`src/sv/hmsct_pkg.sv`:
```
// hmsct_pkg: shared types and constants for the hh:mm:ss countdown timer.
// Used by the step logic, the top level and the testbench.
// No dependencies.
package hmsct_pkg;

    // Operation codes
    localparam logic [2:0] OP_TICK   = 3'd0;
    localparam logic [2:0] OP_TOGGLE = 3'd1;
    localparam logic [2:0] OP_RAISE  = 3'd2;
    localparam logic [2:0] OP_LOWER  = 3'd3;
    localparam logic [2:0] OP_COMMIT = 3'd4;

    // Preset field selects
    localparam logic [1:0] SEL_HOURS   = 2'd0;
    localparam logic [1:0] SEL_MINUTES = 2'd1;
    localparam logic [1:0] SEL_SECONDS = 2'd2;

    // Configuration register indexes
    localparam logic CFG_TICK_STEP = 1'b0;
    localparam logic CFG_THRESHOLD = 1'b1;

    localparam int CFG_DATA_W = 16;

    // Limits and reset values
    localparam logic [5:0]  HOUR_MAX       = 6'd23;
    localparam logic [5:0]  MINSEC_MAX     = 6'd59;
    localparam logic [9:0]  TICK_STEP_RST  = 10'd40;
    localparam logic [15:0] THRESHOLD_RST  = 16'd1000;

    typedef struct packed {
        logic [16:0] elapsed_ms;
        logic        run_flag;
        logic [4:0]  cur_hours;
        logic [5:0]  cur_minutes;
        logic [5:0]  cur_seconds;
        logic [4:0]  preset_hours;
        logic [5:0]  preset_minutes;
        logic [5:0]  preset_seconds;
    } timer_state_t;

    typedef struct packed {
        logic [4:0] count_hours;
        logic [5:0] count_minutes;
        logic [5:0] count_seconds;
        logic       is_running;
        logic       finished;
        logic [5:0] preset_value;
    } timer_result_t;

    typedef struct packed {
        logic [9:0]  tick_step_ms;
        logic [15:0] second_threshold_ms;
    } timer_cfg_t;

endpackage

```
`src/sv/hmsct_in_if.sv`:
```
// hmsct_in_if: command channel of the countdown timer (valid/ready + payload).
// Depends on nothing.
interface hmsct_in_if;
    logic       valid;
    logic       ready;
    logic [2:0] operation;
    logic [1:0] field_select;

    modport source (output valid, output operation, output field_select, input ready);
    modport sink   (input valid, input operation, input field_select, output ready);
endinterface

```
`src/sv/hmsct_out_if.sv`:
```
// hmsct_out_if: result channel of the countdown timer (valid/ready + payload).
// Depends on nothing.
interface hmsct_out_if;
    logic       valid;
    logic       ready;
    logic [4:0] count_hours;
    logic [5:0] count_minutes;
    logic [5:0] count_seconds;
    logic       is_running;
    logic       finished;
    logic [5:0] preset_value;

    modport source (
        output valid, output count_hours, output count_minutes, output count_seconds,
        output is_running, output finished, output preset_value, input ready
    );
    modport sink (
        input valid, input count_hours, input count_minutes, input count_seconds,
        input is_running, input finished, input preset_value, output ready
    );
endinterface

```
`src/sv/hms_countdown_timer.sv`:
```
// hms_countdown_timer: top level of the hh:mm:ss countdown timer with presets.
// Depends on hmsct_pkg, hmsct_in_if, hmsct_out_if and hmsct_step.
//
//  Channel   Dir  Handshake          Payload
//  -------   ---  ---------          -------
//  in_ch     in   valid/ready        operation, field_select
//  out_ch    out  valid/ready        count_hours/minutes/seconds, is_running,
//                                    finished, preset_value
//  cfg       in   cfg_we (no ready)  cfg_index, cfg_data
//
// For each command the step logic updates the timer state and loads the result
// register at the transfer edge; the result shows the next cycle.
// While out_ch.ready is high one command per cycle is sustained; the single result register sets this.
// in_ch.ready stays high while the result register is empty or being drained,
// so a new command enters in the same cycle a waiting result is taken.
// Reset clears the timer state and result valid and loads the default step (40)
// and threshold (1000); configuration writes take effect at the next edge.
module hms_countdown_timer
    import hmsct_pkg::*;
(
    input  logic                  clk,
    input  logic                  rst_n,
    hmsct_in_if.sink              in_ch,
    hmsct_out_if.source           out_ch,
    input  logic                  cfg_we,
    input  logic                  cfg_index,
    input  logic [CFG_DATA_W-1:0] cfg_data
);

    timer_state_t  state_reg;
    timer_state_t  state_next;
    timer_cfg_t    cfg_reg;
    timer_result_t result_reg;
    timer_result_t result_next;
    logic          out_valid_reg;
    logic          in_xfer;

    // Accept whenever the result slot is free or draining this cycle.
    assign in_ch.ready = ~out_valid_reg | out_ch.ready;
    assign in_xfer     = in_ch.valid & in_ch.ready;

    hmsct_step u_step (
        .state        (state_reg),
        .cfg          (cfg_reg),
        .operation    (in_ch.operation),
        .field_select (in_ch.field_select),
        .state_next   (state_next),
        .result       (result_next)
    );

    // Configuration registers
    always_ff @(posedge clk or negedge rst_n)
    begin
        if (!rst_n)
        begin
            cfg_reg.tick_step_ms        <= TICK_STEP_RST;
            cfg_reg.second_threshold_ms <= THRESHOLD_RST;
        end
        else if (cfg_we)
        begin
            case (cfg_index)
                CFG_TICK_STEP: cfg_reg.tick_step_ms        <= cfg_data[9:0];
                CFG_THRESHOLD: cfg_reg.second_threshold_ms <= cfg_data[15:0];
                default: ;
            endcase
        end
    end

    // Timer state: advance only on a command transfer
    always_ff @(posedge clk or negedge rst_n)
    begin
        if (!rst_n)
        begin
            state_reg <= '0;
        end
        else if (in_xfer)
        begin
            state_reg <= state_next;
        end
    end

    // Result valid: set on a command transfer, drop once taken
    always_ff @(posedge clk or negedge rst_n)
    begin
        if (!rst_n)
        begin
            out_valid_reg <= 1'b0;
        end
        else if (in_xfer)
        begin
            out_valid_reg <= 1'b1;
        end
        else if (out_ch.ready)
        begin
            out_valid_reg <= 1'b0;
        end
    end

    // Result payload: hold while stalled, load on transfer
    always_ff @(posedge clk)
    begin
        if (in_xfer)
        begin
            result_reg <= result_next;
        end
    end

    assign out_ch.valid         = out_valid_reg;
    assign out_ch.count_hours   = result_reg.count_hours;
    assign out_ch.count_minutes = result_reg.count_minutes;
    assign out_ch.count_seconds = result_reg.count_seconds;
    assign out_ch.is_running    = result_reg.is_running;
    assign out_ch.finished      = result_reg.finished;
    assign out_ch.preset_value  = result_reg.preset_value;

endmodule

```
`src/sv/hmsct_step.sv`:
```
// hmsct_step: next-state and result logic for one timer command.
// Depends on hmsct_pkg.
module hmsct_step
    import hmsct_pkg::*;
(
    input  timer_state_t  state,
    input  timer_cfg_t    cfg,
    input  logic [2:0]    operation,
    input  logic [1:0]    field_select,
    output timer_state_t  state_next,
    output timer_result_t result
);

    logic [16:0] elapsed_sum;
    logic        second_done;
    logic [5:0]  slot;
    logic [5:0]  slot_top;
    logic [5:0]  slot_new;
    logic        slot_valid;
    logic        fin;

    assign elapsed_sum = state.elapsed_ms + {7'd0, cfg.tick_step_ms};
    assign second_done = elapsed_sum >= {1'b0, cfg.second_threshold_ms};

    always_comb
    begin
        slot       = 6'd0;
        slot_valid = 1'b1;
        case (field_select)
            SEL_HOURS:   slot = {1'b0, state.preset_hours};
            SEL_MINUTES: slot = state.preset_minutes;
            SEL_SECONDS: slot = state.preset_seconds;
            default:     slot_valid = 1'b0;
        endcase
    end

    assign slot_top = (field_select == SEL_HOURS) ? HOUR_MAX : MINSEC_MAX;

    always_comb
    begin
        state_next = state;
        fin        = 1'b0;
        slot_new   = slot;
        case (operation)
            OP_TICK:
            begin
                if (state.run_flag)
                begin
                    state_next.elapsed_ms = elapsed_sum;
                    if (second_done)
                    begin
                        state_next.elapsed_ms = 17'd0;
                        // borrow down through seconds, minutes, hours
                        if (state.cur_seconds != 6'd0)
                        begin
                            state_next.cur_seconds = state.cur_seconds - 6'd1;
                        end
                        else if (state.cur_minutes != 6'd0)
                        begin
                            state_next.cur_minutes = state.cur_minutes - 6'd1;
                            state_next.cur_seconds = MINSEC_MAX;
                        end
                        else if (state.cur_hours != 5'd0)
                        begin
                            state_next.cur_hours   = state.cur_hours - 5'd1;
                            state_next.cur_minutes = MINSEC_MAX;
                            state_next.cur_seconds = MINSEC_MAX;
                        end
                        else
                        begin
                            state_next.run_flag = 1'b0;
                            fin                 = 1'b1;
                        end
                    end
                end
            end
            OP_TOGGLE: state_next.run_flag = ~state.run_flag;
            OP_RAISE:  slot_new = (slot >= slot_top) ? 6'd0 : slot + 6'd1;
            OP_LOWER:  slot_new = (slot != 6'd0) ? slot - 6'd1 : slot;
            OP_COMMIT:
            begin
                state_next.cur_hours   = state.preset_hours;
                state_next.cur_minutes = state.preset_minutes;
                state_next.cur_seconds = state.preset_seconds;
                state_next.run_flag    = 1'b0;
            end
            default: ;
        endcase

        // write back the adjusted preset field
        case (field_select)
            SEL_HOURS:   state_next.preset_hours   = slot_new[4:0];
            SEL_MINUTES: state_next.preset_minutes = slot_new;
            SEL_SECONDS: state_next.preset_seconds = slot_new;
            default: ;
        endcase
    end

    assign result.count_hours   = state_next.cur_hours;
    assign result.count_minutes = state_next.cur_minutes;
    assign result.count_seconds = state_next.cur_seconds;
    assign result.is_running    = state_next.run_flag;
    assign result.finished      = fin;
    assign result.preset_value  = slot_valid ? slot_new : 6'd0;

endmodule

```
`src/flat_wrapper.sv`:
```
// flat-port wrapper written by rule: the top's interface ports become plain ports
module hms_countdown_timer_flat import hmsct_pkg::*;
  (clk, rst_n, cfg_we, cfg_index, cfg_data, in_ch_valid, in_ch_operation, in_ch_field_select, in_ch_ready, out_ch_valid, out_ch_count_hours, out_ch_count_minutes, out_ch_count_seconds, out_ch_is_running, out_ch_finished, out_ch_preset_value, out_ch_ready);
  hmsct_in_if in_ch_i ();
  hmsct_out_if out_ch_i ();
  input  logic clk;
  input  logic rst_n;
  input  logic cfg_we;
  input  logic cfg_index;
  input  logic [CFG_DATA_W-1:0] cfg_data;
  input wire logic [$bits(in_ch_i.valid)-1:0] in_ch_valid;
  input wire logic [$bits(in_ch_i.operation)-1:0] in_ch_operation;
  input wire logic [$bits(in_ch_i.field_select)-1:0] in_ch_field_select;
  output wire logic [$bits(in_ch_i.ready)-1:0] in_ch_ready;
  output wire logic [$bits(out_ch_i.valid)-1:0] out_ch_valid;
  output wire logic [$bits(out_ch_i.count_hours)-1:0] out_ch_count_hours;
  output wire logic [$bits(out_ch_i.count_minutes)-1:0] out_ch_count_minutes;
  output wire logic [$bits(out_ch_i.count_seconds)-1:0] out_ch_count_seconds;
  output wire logic [$bits(out_ch_i.is_running)-1:0] out_ch_is_running;
  output wire logic [$bits(out_ch_i.finished)-1:0] out_ch_finished;
  output wire logic [$bits(out_ch_i.preset_value)-1:0] out_ch_preset_value;
  input wire logic [$bits(out_ch_i.ready)-1:0] out_ch_ready;
  assign in_ch_i.valid = in_ch_valid;
  assign in_ch_i.operation = in_ch_operation;
  assign in_ch_i.field_select = in_ch_field_select;
  assign in_ch_ready = in_ch_i.ready;
  assign out_ch_valid = out_ch_i.valid;
  assign out_ch_count_hours = out_ch_i.count_hours;
  assign out_ch_count_minutes = out_ch_i.count_minutes;
  assign out_ch_count_seconds = out_ch_i.count_seconds;
  assign out_ch_is_running = out_ch_i.is_running;
  assign out_ch_finished = out_ch_i.finished;
  assign out_ch_preset_value = out_ch_i.preset_value;
  assign out_ch_i.ready = out_ch_ready;
  hms_countdown_timer u_core (.clk(clk), .rst_n(rst_n), .in_ch(in_ch_i), .out_ch(out_ch_i), .cfg_we(cfg_we), .cfg_index(cfg_index), .cfg_data(cfg_data));
endmodule
```
`config.mk`:
```
export PLATFORM = sky130hd
export DESIGN_NAME = hms_countdown_timer_flat
export DESIGN_NICKNAME = d
export VERILOG_FILES = /design/src/sv/hmsct_pkg.sv /design/src/sv/hmsct_in_if.sv /design/src/sv/hmsct_out_if.sv /design/src/sv/hms_countdown_timer.sv /design/src/sv/hmsct_step.sv /design/src/flat_wrapper.sv
export SDC_FILE = /design/constraint.sdc
export NUM_CORES = 1
export LEC_CHECK = 0
export BUFFER_PORTS_ARGS = -buffer_cell sky130_fd_sc_hd__buf_2
export CORE_MARGIN = 2
export CORE_UTILIZATION = 45
export CTS_CLUSTER_SIZE = 16
export DETAILED_ROUTE_END_ITERATION = 7
export HOLD_SLACK_MARGIN = 0.15
export SYNTH_ARGS = -nofsm -noshare
export SYNTH_HDL_FRONTEND = slang
export SYNTH_HIERARCHICAL = 1
export SYNTH_SLANG_ARGS = --single-unit
```
`constraint.sdc`:
```
create_clock -name clk -period 5.9 [get_ports clk]
set_input_delay 0.59 -clock clk [delete_from_list [all_inputs] [get_ports clk]]
set_output_delay 0.59 -clock clk [all_outputs]
set_load 0.02 [all_outputs]
```
==> results.py <==
metrics = {
    "synthesis": {
        "async_flop_share": 0.760,
        "synth_warnings": 6,
        "syn-mean-instance-area_um2": 10.2,
        "synthCells": 676,
        "synthDistinctLibCells": 71,
        "synth_edf_count": 25,
        "synth_nets": 739,
        "seq_area_frac_synth": 0.398,
        "synth.ff_latch_count": 104,
        "synth-main-ff-cell": "dfrtp_1",
        "netlist_area_mm2": 0.00688,
    },
    "pwr": {
        "p_sw_frac": 0.385,
        "power_frac_comb": 0.418,
        "p_leak_nw": 3.41,
        "seqPwrFrac": 0.367,
        "p_switching_mw": 1.23,
        "p_int_mw": 1.97,
        "total_power_mw": 3.20,
        "power.density_mw_per_mm2": 430,
        "clock_power_share": 0.214,
        "peakVddDrop_mv": 0.179,
    },
    "drt": {
        "firstDrtPassIters": 5,
        "vias": 5175,
        "drc": 0,
        "ant_nets": 0,
        "routed_wl_mm": 16.1,
        "drt_iter0_drc": 474,
        "viasPerCell": 5.82,
        "routedWlPerCell_um": 18.1,
    },
    "grt": {
        "grt_pass1_wl_mm": 26.6,
        "globalRouteOverflowTotal": 0,
        "grt_max_degree": 80,
        "grt_util_met1": 0.303,
        "antenna_found_initial": 0,
        "grt.busiest_layer": "met2",
        "track_usage": 0.206,
        "grt_pass1_vias": 4966,
        "grtUsageMet3": 0.0230,
        "met2_usage": 0.316,
    },
    "critical_path": {
        "start_kind": "flop",
        "cp_cell_sequence": "ha_1 -> a21oi_1 -> o21ai_0 -> o41ai_1 -> o21ai_0 -> nand3_1 -> xnor2_1 -> ha_1 -> nand3_1 -> nor2_1 -> a221oi_1 -> nand3_1 -> or3_1 -> a41o_1 -> o221a_2 -> mux2_4",
        "cp-end-kind": "flop",
        "cp_slowest_stage_delay_ps": 760,
        "crit_type": "reg2reg",
        "critPathMostFrequentCell": "nand3_1",
        "path_max_fanout": 22,
        "cp.arrival_ps": 5360,
        "worstPathRequired_ps": 6140,
        "slowest_stage": "or3_1",
    },
    "run": {
        "cap_violations": 0,
    },
    "cells_and_area": {
        "seq_area_mm2": 0.00274,
        "final_area_mm2": 0.00744,
        "area_growth_pct": 8.24,
        "largest_register_ffs": 52,
        "fillers": 1413,
        "drive_gt1_frac": 0.247,
        "multi_input_area_mm2": 0.00367,
        "n_antenna_cell": 0,
        "nets": 759,
    },
    "sta": {
        "rsz0062_at_grt": "no",
        "relSlewSlack": 0.258,
        "period_needed_ps": 5120,
        "finalSetupTns_ps": 0,
        "max_freq_ghz": 0.195,
        "clock_skew_ps": 7.91,
        "hold_violations": 0,
        "tightestPinTransition_ps": 1110,
        "finalSetupViolations": 0,
        "finalCritPeriodShare": 0.867,
        "maxSlewViolCount": 0,
    },
    "cts": {
        "cts-htree-levels": 3,
        "cts_hold_buf": 0,
        "path_clk_slew_ps": 70,
        "cts_tree": "done",
        "root_buffer": "clkbuf_16",
        "cts_setup_buffers": 0,
        "clockBufferDepth": 2,
        "cts_resized": 0,
        "numCtsBuffers": 9,
        "clkLatencyLatePin_ps": 360,
        "cts_sinks": 104,
    },
    "hold_path": {
        "hp-class": "in2async",
    },
    "floorplanning": {
        "pin_count": 54,
        "rows": 45,
        "fp.dieArea_mm2": 0.0163,
        "core-area_mm2": 0.0151,
        "initial_core_util": 0.456,
        "die_y_um": 128,
        "die_w_um": 128,
    },
    "outcome": {
        "run_status": "finished, final reports clean",
    },
    "place": {
        "place_area_mm2": 0.00711,
        "globalplace.congestion": 0.900,
        "dp_hpwl_mm": 11.2,
        "port_buffers": 53,
    },
}
-- cell usage in the layout (no fill, tap or decap), types with 5 or more instances in the layout --
cell       instances
nor3_1            13
buf_2             52
mux2_4            49
or3_1              7
and3_1            10
o211ai_1           7
mux2i_1            6
nor2b_1            6
a21oi_1           23
o21ai_0           38
buf_4              5
nand4_1           13
nor2_1            36
inv_1             43
nand2b_1           9
mux2_2            29
o21ai_1            7
nand2_1           72
nor4_1             6
dfrtp_1           71
xnor2_1           11
dfstp_2            8
o311ai_0           6
o22ai_1            9
edfxtp_1          25
o21a_1             5
clkbuf_16          9
nand3_1           16
ha_1              35
-- through the flow --
step           hold WS [ps]  instances   util  setup slack (ps)
6_report                407        889  0.493               782
5_1_grt                 467        889  0.493               484
4_1_cts                 447        889  0.493               829
3_5_place_dp            497        873  0.471               945
3_3_place_gp            491        873  0.471              1090
2_1_floorplan           294        676      -              1710
-- critical path, delay by kind of cell, from the launching register on --
family,cells,cell delay (ps)
AOI/OAI and AO/OA,7,2190
xor gates and xnor gates,1,170
DFF,1,420
muxes,1,260
adders and majority gates,2,590
and+or+nand+nor,5,1360
-- synth_stat cells, types with 4 or more instances --
| cell | instances | area (um^2) |
|---|---|---|
| a21o_1 | 4 | 30.0 |
| a21oi_1 | 23 | 115 |
| a221o_1 | 4 | 40.0 |
| and3_1 | 10 | 62.6 |
| buf_2 | 5 | 25.0 |
| buf_4 | 19 | 143 |
| buf_6 | 6 | 67.6 |
| clkbuf_1 | 15 | 56.3 |
| dfrtp_1 | 71 | 1780 |
| dfstp_2 | 8 | 210 |
| edfxtp_1 | 25 | 751 |
| ha_1 | 35 | 438 |
| inv_1 | 43 | 161 |
| mux2_2 | 29 | 327 |
| mux2_4 | 49 | 736 |
| mux2i_1 | 6 | 60.1 |
| nand2_1 | 72 | 270 |
| nand2b_1 | 9 | 56.3 |
| nand3_1 | 16 | 80.1 |
| nand4_1 | 13 | 81.3 |
| nor2_1 | 36 | 135 |
| nor2b_1 | 6 | 37.5 |
| nor3_1 | 13 | 65.1 |
| nor4_1 | 6 | 37.5 |
| o211ai_1 | 7 | 52.6 |
| o21a_1 | 5 | 37.5 |
| o21ai_0 | 38 | 190 |
| o21ai_1 | 7 | 35.0 |
| o22ai_1 | 9 | 56.3 |
| o311ai_0 | 6 | 52.6 |
| o31ai_1 | 4 | 30.0 |
| or3_1 | 7 | 43.8 |
| xnor2_1 | 11 | 96.3 |
-- worst paths after layout --
kind	from	end	slack (ps)	cells past startpoint
max	u_core/state_reg[36]	u_core/state_reg[24]	780	16
min	rst_n	u_core/cfg_reg[4]	410	1
min reg2reg	u_core/cfg_reg[1]	u_core/cfg_reg[1]	510	1
max reg2reg	u_core/state_reg[36]	u_core/state_reg[24]	780	16
min in group clk	cfg_data[10]	u_core/cfg_reg[10]	460	2
max in group asynchronous	rst_n	u_core/state_reg[21]	4830	1
-- cell families after synthesis --
logic type                 synth area share
xor gates and xnor gates             0.0166
adders and majority gates            0.0666
AOI/OAI and AO/OA                     0.145
and+or+nand+nor                       0.143
muxes                                 0.163
buffers and inverters                0.0680
DFF                                   0.398
-- area by class of cell --
cell class              instances  area share
multi-input cells             480       0.493
flip-flops and latches        104       0.368
repair buffers                 57      0.0400
well taps                     188      0.0316
clock buffers                  10      0.0308
inverters                      44      0.0222
clock inverters                 6      0.0145
-- power groups by stage --
stage	Clock, mW	Sequential (mW)	Combinational, mW
5_1_grt	0.725	1.21	1.50
2_1_floorplan	0	1.14	1.07
4_1_cts	0.699	1.17	1.33
3_3_place_gp	0	1.18	1.27
6_report	0.687	1.18	1.34
3_5_place_dp	0	1.18	1.32
-- routing by layer --
metal  share of wire  vias to the layer above
met5               0                        -
met4           0.020                        0
met3           0.039                       19
met2            0.46                      139
met1            0.48                     2538
li1                -                     2479
(Power assumes the default switching activity.)
